--- config.mk ---
export PLATFORM = sky130hd
export DESIGN_NAME = signed_int_to_decimal_ascii_unit
export DESIGN_NICKNAME = d
export VERILOG_FILES = /design/src/hdl/sida_pkg.sv /design/src/hdl/sida_ctrl.sv /design/src/hdl/sida_dpath.sv /design/src/hdl/signed_int_to_decimal_ascii_unit.sv
export VERILOG_INCLUDE_DIRS = /design/src /design/src/hdl
export SDC_FILE = /design/constraint.sdc
export NUM_CORES = 1
export LEC_CHECK = 0
export ABC_AREA = 1
export BUFFER_PORTS_ARGS = -buffer_cell sky130_fd_sc_hd__clkbuf_2
export CAP_MARGIN = 20
export CORE_ASPECT_RATIO = 1.25
export CORE_MARGIN = 2
export CORE_UTILIZATION = 55
export DETAILED_ROUTE_END_ITERATION = 6
export PLACE_DENSITY = 0.77
export SYNTH_ARGS = -nofsm -noshare
export SYNTH_HDL_FRONTEND = slang
export SYNTH_HIERARCHICAL = 1
export SYNTH_SLANG_ARGS = --single-unit
--- constraint.sdc ---
create_clock -name clk -period 2.07 [get_ports clk]
set_input_delay 0.207 -clock clk [delete_from_list [all_inputs] [get_ports clk]]
set_output_delay 0.207 -clock clk [all_outputs]
set_load 0.02 [all_outputs]
--- src/hdl/signed_int_to_decimal_ascii_unit_assert.svh ---
// ----------------------------------------------------------------------------
// signed_int_to_decimal_ascii_unit assertion macros
// checks on clk, disabled while rst_n is low
// ----------------------------------------------------------------------------
`ifndef SIGNED_INT_TO_DECIMAL_ASCII_UNIT_ASSERT_SVH
`define SIGNED_INT_TO_DECIMAL_ASCII_UNIT_ASSERT_SVH

// same-cycle implication
`define SIDA_ASSERT_NOW(lbl, ante, cons, msg) \
    lbl: assert property (@(posedge clk) disable iff (!rst_n) (ante) |-> (cons)) \
        else $error(msg);

// next-cycle implication
`define SIDA_ASSERT_NEXT(lbl, ante, cons, msg) \
    lbl: assert property (@(posedge clk) disable iff (!rst_n) (ante) |=> (cons)) \
        else $error(msg);

`endif

--- src/hdl/sida_pkg.sv ---
// ----------------------------------------------------------------------------
// sida_pkg
// shared types, constants and helpers of the decimal ascii converter
// ----------------------------------------------------------------------------
package sida_pkg;

    localparam int DEFAULT_VALUE_BITS = 32;
    localparam logic [7:0] CHAR_ZERO  = 8'd48;
    localparam logic [7:0] CHAR_NINE  = 8'd57;
    localparam logic [7:0] CHAR_MINUS = 8'd45;

    typedef enum logic [2:0] {
        ST_IDLE,
        ST_CONVERT,
        ST_SKIP,
        ST_SIGN,
        ST_DIGIT
    } state_t;

    typedef struct packed {
        logic load;
        logic step;
        logic drop;
        logic sel_sign;
    } dp_cmd_t;

    typedef struct packed {
        logic bits_done;
        logic top_zero;
        logic one_digit;
        logic neg;
    } dp_status_t;

    // decimal digits that cover a magnitude of the given bit width
    // 1233 / 4096 is just below log10(2)
    function automatic int digit_count(input int bits);
        return ((bits * 1233) >>> 12) + 1;
    endfunction

endpackage

--- src/hdl/sida_ctrl.sv ---
// ----------------------------------------------------------------------------
// sida_ctrl
// sequencer: load, shift-add-3 conversion, leading zero skip, character output
// ----------------------------------------------------------------------------
module sida_ctrl
(
    input  logic                 clk,
    input  logic                 rst_n,
    input  logic                 value_valid,
    output logic                 value_ready,
    output logic                 ascii_valid,
    input  logic                 ascii_ready,
    output logic                 last,
    input  sida_pkg::dp_status_t status,
    output sida_pkg::dp_cmd_t    cmd
);
    import sida_pkg::*;

    state_t state_reg;
    state_t state_next;

    always_ff @(posedge clk or negedge rst_n)
    begin
        if (!rst_n)
        begin
            state_reg <= ST_IDLE;
        end
        else
        begin
            state_reg <= state_next;
        end
    end

    always_comb
    begin
        state_next = state_reg;
        unique case (state_reg)
            ST_IDLE:
            begin
                if (value_valid)
                begin
                    state_next = ST_CONVERT;
                end
            end
            ST_CONVERT:
            begin
                if (status.bits_done)
                begin
                    state_next = ST_SKIP;
                end
            end
            ST_SKIP:
            begin
                if (!(status.top_zero && !status.one_digit))
                begin
                    state_next = status.neg ? ST_SIGN : ST_DIGIT;
                end
            end
            ST_SIGN:
            begin
                if (ascii_ready)
                begin
                    state_next = ST_DIGIT;
                end
            end
            ST_DIGIT:
            begin
                if (ascii_ready && status.one_digit)
                begin
                    state_next = ST_IDLE;
                end
            end
            default:
            begin
                state_next = ST_IDLE;
            end
        endcase
    end

    always_comb
    begin
        value_ready  = 1'b0;
        ascii_valid  = 1'b0;
        last         = 1'b0;
        cmd          = '0;
        unique case (state_reg)
            ST_IDLE:
            begin
                value_ready = 1'b1;
                cmd.load    = value_valid;
            end
            ST_CONVERT:
            begin
                cmd.step = 1'b1;
            end
            ST_SKIP:
            begin
                // drop zero digits but always keep one
                cmd.drop = status.top_zero && !status.one_digit;
            end
            ST_SIGN:
            begin
                ascii_valid  = 1'b1;
                cmd.sel_sign = 1'b1;
            end
            ST_DIGIT:
            begin
                ascii_valid = 1'b1;
                last        = status.one_digit;
                cmd.drop    = ascii_ready;
            end
            default:
            begin
                cmd = '0;
            end
        endcase
    end

endmodule

--- src/hdl/sida_dpath.sv ---
// ----------------------------------------------------------------------------
// sida_dpath
// magnitude and bcd shift register, one double-dabble bit per step
// ----------------------------------------------------------------------------
module sida_dpath
#(
    parameter int VALUE_BITS = sida_pkg::DEFAULT_VALUE_BITS
)
(
    input  logic                         clk,
    input  logic                         rst_n,
    input  logic signed [VALUE_BITS-1:0] value,
    input  sida_pkg::dp_cmd_t            cmd,
    output sida_pkg::dp_status_t         status,
    output logic [7:0]                   ascii_char
);
    import sida_pkg::*;

    localparam int NDIG   = digit_count(VALUE_BITS);
    localparam int BCD_W  = 4 * NDIG;
    localparam int CNT_W  = $clog2(VALUE_BITS);
    localparam int DCNT_W = $clog2(NDIG + 1);

    logic [VALUE_BITS-1:0] mag_reg;
    logic [VALUE_BITS-1:0] mag_next;
    logic [BCD_W-1:0]      bcd_reg;
    logic [BCD_W-1:0]      bcd_next;
    logic                  neg_reg;
    logic                  neg_next;
    logic [CNT_W-1:0]      bit_cnt_reg;
    logic [CNT_W-1:0]      bit_cnt_next;
    logic [DCNT_W-1:0]     dig_left_reg;
    logic [DCNT_W-1:0]     dig_left_next;

    logic [BCD_W-1:0]      bcd_adj;
    logic [3:0]            top_digit;

    // add 3 to every digit of 5 or more before the shift
    always_comb
    begin
        logic [3:0] d;
        d = '0;
        for (int i = 0; i < NDIG; i++)
        begin
            d = bcd_reg[4*i +: 4];
            bcd_adj[4*i +: 4] = (d >= 4'd5) ? (d + 4'd3) : d;
        end
    end

    always_comb
    begin
        mag_next      = mag_reg;
        bcd_next      = bcd_reg;
        neg_next      = neg_reg;
        bit_cnt_next  = bit_cnt_reg;
        dig_left_next = dig_left_reg;
        if (cmd.load)
        begin
            neg_next      = value[VALUE_BITS-1];
            // unsigned negate keeps the most negative value exact
            mag_next      = value[VALUE_BITS-1] ? (~value + 1'b1) : value;
            bcd_next      = '0;
            bit_cnt_next  = '0;
            dig_left_next = DCNT_W'(NDIG);
        end
        else if (cmd.step)
        begin
            {bcd_next, mag_next} = {bcd_adj, mag_reg} << 1;
            bit_cnt_next         = bit_cnt_reg + 1'b1;
        end
        else if (cmd.drop)
        begin
            bcd_next      = bcd_reg << 4;
            dig_left_next = dig_left_reg - 1'b1;
        end
    end

    always_ff @(posedge clk or negedge rst_n)
    begin
        if (!rst_n)
        begin
            bit_cnt_reg  <= '0;
            dig_left_reg <= '0;
        end
        else
        begin
            bit_cnt_reg  <= bit_cnt_next;
            dig_left_reg <= dig_left_next;
        end
    end

    always_ff @(posedge clk)
    begin
        mag_reg <= mag_next;
        bcd_reg <= bcd_next;
        neg_reg <= neg_next;
    end

    assign top_digit        = bcd_reg[BCD_W-1 -: 4];
    assign status.bits_done = (bit_cnt_reg == CNT_W'(VALUE_BITS - 1));
    assign status.top_zero  = (top_digit == 4'd0);
    assign status.one_digit = (dig_left_reg == DCNT_W'(1));
    assign status.neg       = neg_reg;
    assign ascii_char       = cmd.sel_sign ? CHAR_MINUS : (CHAR_ZERO + {4'd0, top_digit});

endmodule

--- src/hdl/signed_int_to_decimal_ascii_unit.sv ---
// a load, VALUE_BITS shift-add-3 steps, then skip steps that drop leading zero digits,
// then one character per cycle when the sink is ready
// one number at a time: a new value is taken only after the last beat is delivered
// rst_n clears the sequencer to idle and the counters, asynchronously
// ----------------------------------------------------------------------------
// signed_int_to_decimal_ascii_unit
// signed integer in, decimal ascii characters out, most significant first
// ----------------------------------------------------------------------------
`include "signed_int_to_decimal_ascii_unit_assert.svh"

module signed_int_to_decimal_ascii_unit
#(
    parameter int VALUE_BITS = sida_pkg::DEFAULT_VALUE_BITS
)
(
    input  logic                         clk,
    input  logic                         rst_n,
    input  logic                         value_valid,
    output logic                         value_ready,
    input  logic signed [VALUE_BITS-1:0] value,
    output logic                         ascii_valid,
    input  logic                         ascii_ready,
    output logic [7:0]                   ascii_char,
    output logic                         last
);
    import sida_pkg::*;

    dp_cmd_t    cmd;
    dp_status_t status;

    sida_ctrl u_ctrl
    (
        .clk         (clk),
        .rst_n       (rst_n),
        .value_valid (value_valid),
        .value_ready (value_ready),
        .ascii_valid (ascii_valid),
        .ascii_ready (ascii_ready),
        .last        (last),
        .status      (status),
        .cmd         (cmd)
    );

    sida_dpath #(
        .VALUE_BITS (VALUE_BITS)
    ) u_dpath
    (
        .clk        (clk),
        .rst_n      (rst_n),
        .value      (value),
        .cmd        (cmd),
        .status     (status),
        .ascii_char (ascii_char)
    );

    `SIDA_ASSERT_NOW(a_no_overlap, value_ready, !ascii_valid, "input taken while output busy")
    `SIDA_ASSERT_NEXT(a_take_busy, value_valid && value_ready, !value_ready, "second value taken")
    `SIDA_ASSERT_NEXT(a_last_idle, ascii_valid && ascii_ready && last, value_ready, "no idle after last")
    `SIDA_ASSERT_NOW(a_char_set, ascii_valid, (ascii_char == CHAR_MINUS) || ((ascii_char >= CHAR_ZERO) && (ascii_char <= CHAR_NINE)), "bad character")

endmodule
# --- Yosys cells after proc, flatten, opt, wreduce, memory -nomap -nowiden ---
# Index checks and enable logic that the tools add are counted.
op_classes:
  n_lt_le_gt_ge: 10
  n_reduce_logical: 11
  n_addsub: 14
  bitwise: 1
  eq_ne: 12
  n_mux: 35
op_table:
  columns: ["operator", "count"]
  rows:
  - ["$mux 32", 3]
  - ["$mux 40", 2]
  - ["$mux 4", 12]
  - ["$ge 4x3->1 const B", 10]
  - ["$add 4x2->4 const B", 9]
  - ["$add 32x1->32 const B", 1]
  - ["$not 32->32", 1]
  - ["$mux 3", 7]
  - ["$pmux 3 s5", 1]
  - ["$mux 5", 2]
  - ["$mux 8", 1]
  - ["$ne 2x2->1 const B", 4]
  - ["$add 6x4->7 const A", 1]
  - ["$eq 3x2->1 const B", 2]
  - ["$mux 1", 6]
  - ["$reduce_bool 2->1", 3]
  - ["$add 5x1->5 const B", 1]
  - ["$eq 5x5->1 const B", 1]
  - ["$reduce_and 5->1", 1]
  - ["$eq 4x1->1 const B", 1]
  - ["$logic_not 4->1", 1]
  - ["$ne 2x1->1 const B", 2]
  - ["$sub 4x1->4 const B", 1]
  - ["$add 3x2->3 const B", 1]
  - ["other kinds (8)", 9]
totals:
  wordCells: 89
  output_inout_bits: 11
  reg_bits: 85

# --- Logic depth before layout (Yosys ltp) ---
depth:
  ltp_word: 7
  depth_mapped: 13

# --- By module ---
# The synthesis kept the hierarchy.
modules_own_cells:
  columns: ["module", "seq_area_each_um2", "n_inst", "area_per_inst_um2", "cells_each"]
  rows:
  - ["sida_dpath", 2016.9, 1, 5273.8, 724]
  - ["sida_ctrl", 75.1, 1, 274.0, 47]

# --- Least setup slack after synthesis ---
# Ideal clock, no wire load.
synth_timing:
  path_type: "register to register"
  from: "register u_ctrl.state_reg[2]"
  to: "register u_dpath.mag_reg[0] (enable)"
  stages_incl_launch_ff: 7
  setup_time_ns: 0.390
  arrival_time_ns: 1.856
  n_path_buf: 1
  required_time_ns: 1.680
  path_slack_ns: -0.176
  cell_sequence: "dfrtp_1 nor2_1 nand2_1 nor2_1 inv_1 buf_2 nand2_1"
synth_lines:
  columns: ["item", "line", "rtl"]
  rows:
  - ["start: declaration", "sida_ctrl.sv:19", "state_t state_reg;"]
  - ["start signal: assignment", "sida_ctrl.sv:30", "state_reg <= state_next;"]
  - ["end signal: assignment", "sida_dpath.sv:94", "mag_reg <= mag_next;"]
  - ["end: declaration", "sida_dpath.sv:24", "logic [VALUE_BITS-1:0] mag_reg;"]

==> run_results.csv <==
group,metric,value,unit
timing,setup_viol,0,
synthesis,synth_top_family_by_area,"simple AND/OR/NAND/NOR gates",
clock_network,cts_tree,"yes",
global_routing,grt_pass1_vias,5016,
placed_design,gp_congestion,0.8865,
critical_path,critPathKind,"reg -> reg",
layout,seqCellArea,2092,µm²
critical_path,crit_required,2.31,ns
die,dieArea,10910,µm²
critical_path,critPathTopFamily,"simple AND/OR/NAND/NOR gates",
timing,max_freq,507.3,MHz
synthesis,synthXorXnorAreaFrac,3.473,%
layout,antenna_cells,0,
route,num_vias,5132,
placed_design,port_buffers,43,
timing,clock_skew,0.009379,ns
layout,drive_above_1_share,14.69,%
power_and_ir_drop,p_leak,0.002581,µW
clock_network,htreeDepth,3,
layout,fin_nets,873,
clock_network,numCtsBuffers,9,
timing,tns,0,ns
global_routing,track_usage,24.32,%
layout,multiInputGateArea,2984,µm²
synthesis,postSynth.asyncResetShare,14.12,%
synthesis,synth_area_per_cell,7.196,µm²
power_and_ir_drop,irDropWorstVdd,0.0006477,V
placed_design,dpl-instance-area,5913,µm²
synthesis,synth.ff_latch_count,85,
route,dr.first_iter.drc_count,324,
global_routing,grt_max_degree,43,
min_path,hold_path.class,"in -> reg",
flow_run,drv_cap,0,
critical_path,crit_path_start_kind,"register",
route,wl_met1,5498,µm
timing,layout_min_cycle_time,1.971,ns
critical_path,critPathBufInv,3,
layout,stdcell_area,6265,µm²
route,wl,12420,µm
global_routing,antenna_found_initial,0,
die,placeableCoreArea,9952,µm²
placed_design,preCtsSetupSlack,0.05067,ns
route,route.met3.wl,418,µm
synthesis,synth-edff-count,33,
layout,fin_util,62.95,%
power_and_ir_drop,p_per_area,1369,nW/µm²
synthesis,synthCells,771,
critical_path,cp-end-kind,"register",
timing,finalCritPeriodShare,95.22,%
route,via_per_inst,5.425,
layout,largest_register_ffs,40,
critical_path,cp_slowest_stage_delay,0.37,ns
clock_network,cts_buffer_depth,2,
route,drc_errors,0,
timing,hold_viol,0,
synthesis,yosys-mux-area-fraction,0,%
synthesis,synth_compound_area_share,15.22,%
die,die_y,116.3,µm
timing,rsz0062_at_grt,"yes",
clock_network,cts_root_buf,"clkbuf_16",
route,top_layer,"met4",
route,drt-wirelength-per-cell,13.13,µm
layout,area_growth,12.92,%
global_routing,overflow,0,
critical_path,crit_chain,"inv_1 -> ha_1 -> nand2_1 -> nor2_1 -> inv_1 -> nand3_2 -> o22ai_2 -> inv_2 -> nor2_4 -> nand2_2 -> nor3_4 -> o21ai_1 -> a21o_1",
die,io_pins,47,
global_routing,grt_first_pass_wirelength,21630,µm
die,start_util,55.75,%
die,fp.dieW,93.83,µm
timing,fin_ws,0.09891,ns
synthesis,synth_cell_type_count,39,
synthesis,ys_warn_count,6,
critical_path,critical_path.max_fanout,3,
route,postRouteAntennaNets,0,
clock_network,tritoncts_num_sinks,85,
synthesis,syn_area,5548,µm²
critical_path,cp_slowest_cell,"dfrtp_1",
layout,n_fill_cell,919,
synthesis,synthAdderAreaFrac,5.638,%
timing,maxSlewViolCount,0,
outcome,status,"finished, final reports clean",
critical_path,crit_top_cell,"inv_1",
clock_network,clock_latency,0.34,ns
placed_design,dp_hpwl,9151,µm
route,dr_wl_met2,6284,µm
synthesis,ys_dominant_reg_cell,"dfxtp_1",
route,drtPass1Iterations,5,
clock_network,clkTransAtPathRegs,0.06,ns
critical_path,arrival,2.21,ns
die,num_rows,41,
synthesis,seq_area_frac_synth,37.71,%
synthesis,yosys.area_share.simple,28.35,%
[cells by family (layout without fill, tap and decap cells)]
kind of cell,after synthesis,in the layout
AO/OA/AOI/OAI,154,154
XOR/XNOR,22,22
adder cells (fa/ha/maj),25,25
buffers and inverters,120,165
flip-flops,85,85
other,2,3
AND/OR/NAND/NOR,363,363
[metal layers]
layer / vias up / GRT usage (%)
met5: - / 0
met4: 0 / 10.14
met3: 18 / 3.677
met2: 105 / 43.81
met1: 2361 / 28.84
li1: 2648 / -
[layout by cell type, fill, tap and decap left out, types with 9 or more instances in the layout]
master	n
nand2_1	196
inv_1	83
nand3_1	61
o21ai_0	57
nor2_1	49
clkbuf_2	43
dfxtp_1	40
a31oi_1	38
a21oi_1	34
edfxtp_1	33
ha_1	24
xor2_1	17
o21ai_1	15
nor2_2	12
nand4_1	12
dfrtp_1	12
buf_4	12
clkbuf_16	9
or2_2	9
[worst reg2reg max path, cell delays in order (launching register included)]
cell and delay [ns]:
dfrtp_1 0.37, inv_1 0.07, ha_1 0.18, nand2_1 0.06, nor2_1 0.05, inv_1 0.09, nand3_2 0.10, o22ai_2 0.16
inv_2 0.06, nor2_4 0.16, nand2_2 0.10, nor3_4 0.20, o21ai_1 0.09, a21o_1 0.17
[per-stage QoR]
step / power [µW] / hold WS (ns) / instances
5_1_grt: 9267 / 0.1456 / 946
2_1_floorplan: 5740 / -0.08859 / 772
3_3_place_gp: 6762 / 0.1074 / 927
3_5_place_dp: 6928 / 0.1099 / 927
4_1_cts: 8485 / 0.1457 / 944
6_report: 8576 / 0.1514 / 946
[repair_timing]
action / CTS / global route
gates resized for setup: 0 / 13
setup buffers: 0 / 2
hold endpoints to repair: 12 / 0
hold buffers: 1 / 0
setup endpoints to repair: 0 / 39
[cell type report]
| type | instances | area share [%] |
|---|---|---|
| multi-input combinational | 567 | 47.63 |
| clock inverter | 6 | 0.7390 |
| timing repair buffer | 61 | 6.491 |
| clock buffer | 10 | 3.815 |
| sequential | 85 | 33.39 |
| tap | 129 | 2.576 |
| inverter | 88 | 5.353 |
[Yosys cell counts, types with 2 or more instances]
cell type    n  share of area, %
a21oi_1     34               3.1
a31oi_1     38               4.3
and2_1       2              0.23
buf_2       14               1.3
buf_4        4              0.54
buf_6        5               1.0
clkbuf_1     8              0.54
conb_1       2              0.14
dfrtp_1     12               5.4
dfxtp_1     40                14
edfxtp_1    33                18
ha_1        25               5.6
inv_1       85               5.8
inv_2        2              0.14
nand2_1    198                13
nand2_2      6              0.68
nand3_1     62               5.6
nand4_1     12               1.4
nor2_1      53               3.6
nor2_2      10               1.1
nor2_4       2              0.41
nor3_1       6              0.54
o21ai_0     58               5.2
o21ai_1     14               1.3
o22ai_1      4              0.45
or2_2        9               1.0
xnor2_1      5              0.79
xor2_1      17               2.7
[power by group]
group          total (µW)  internal, µW  switching (µW)
clock                1530           851             674
sequential           3120          2660             458
combinational        3930          1390            2540
[worst paths after layout]
kind                                    startpoint                      end  slack (ns)  depth (start not counted)
max in group asynchronous                    rst_n      u_ctrl/state_reg[2]        1.54                          2
min reg2reg                     u_dpath/bcd_reg[3]       u_dpath/bcd_reg[3]        0.49                          2
min in group asynchronous                    rst_n   u_dpath/bit_cnt_reg[1]        0.29                          2
min                                       value[0]       u_dpath/mag_reg[0]        0.15                          3
max reg2reg                u_dpath/dig_left_reg[1]  u_dpath/dig_left_reg[3]         0.1                         13
max                        u_dpath/dig_left_reg[1]  u_dpath/dig_left_reg[3]         0.1                         13
(Power assumes the default switching activity.)
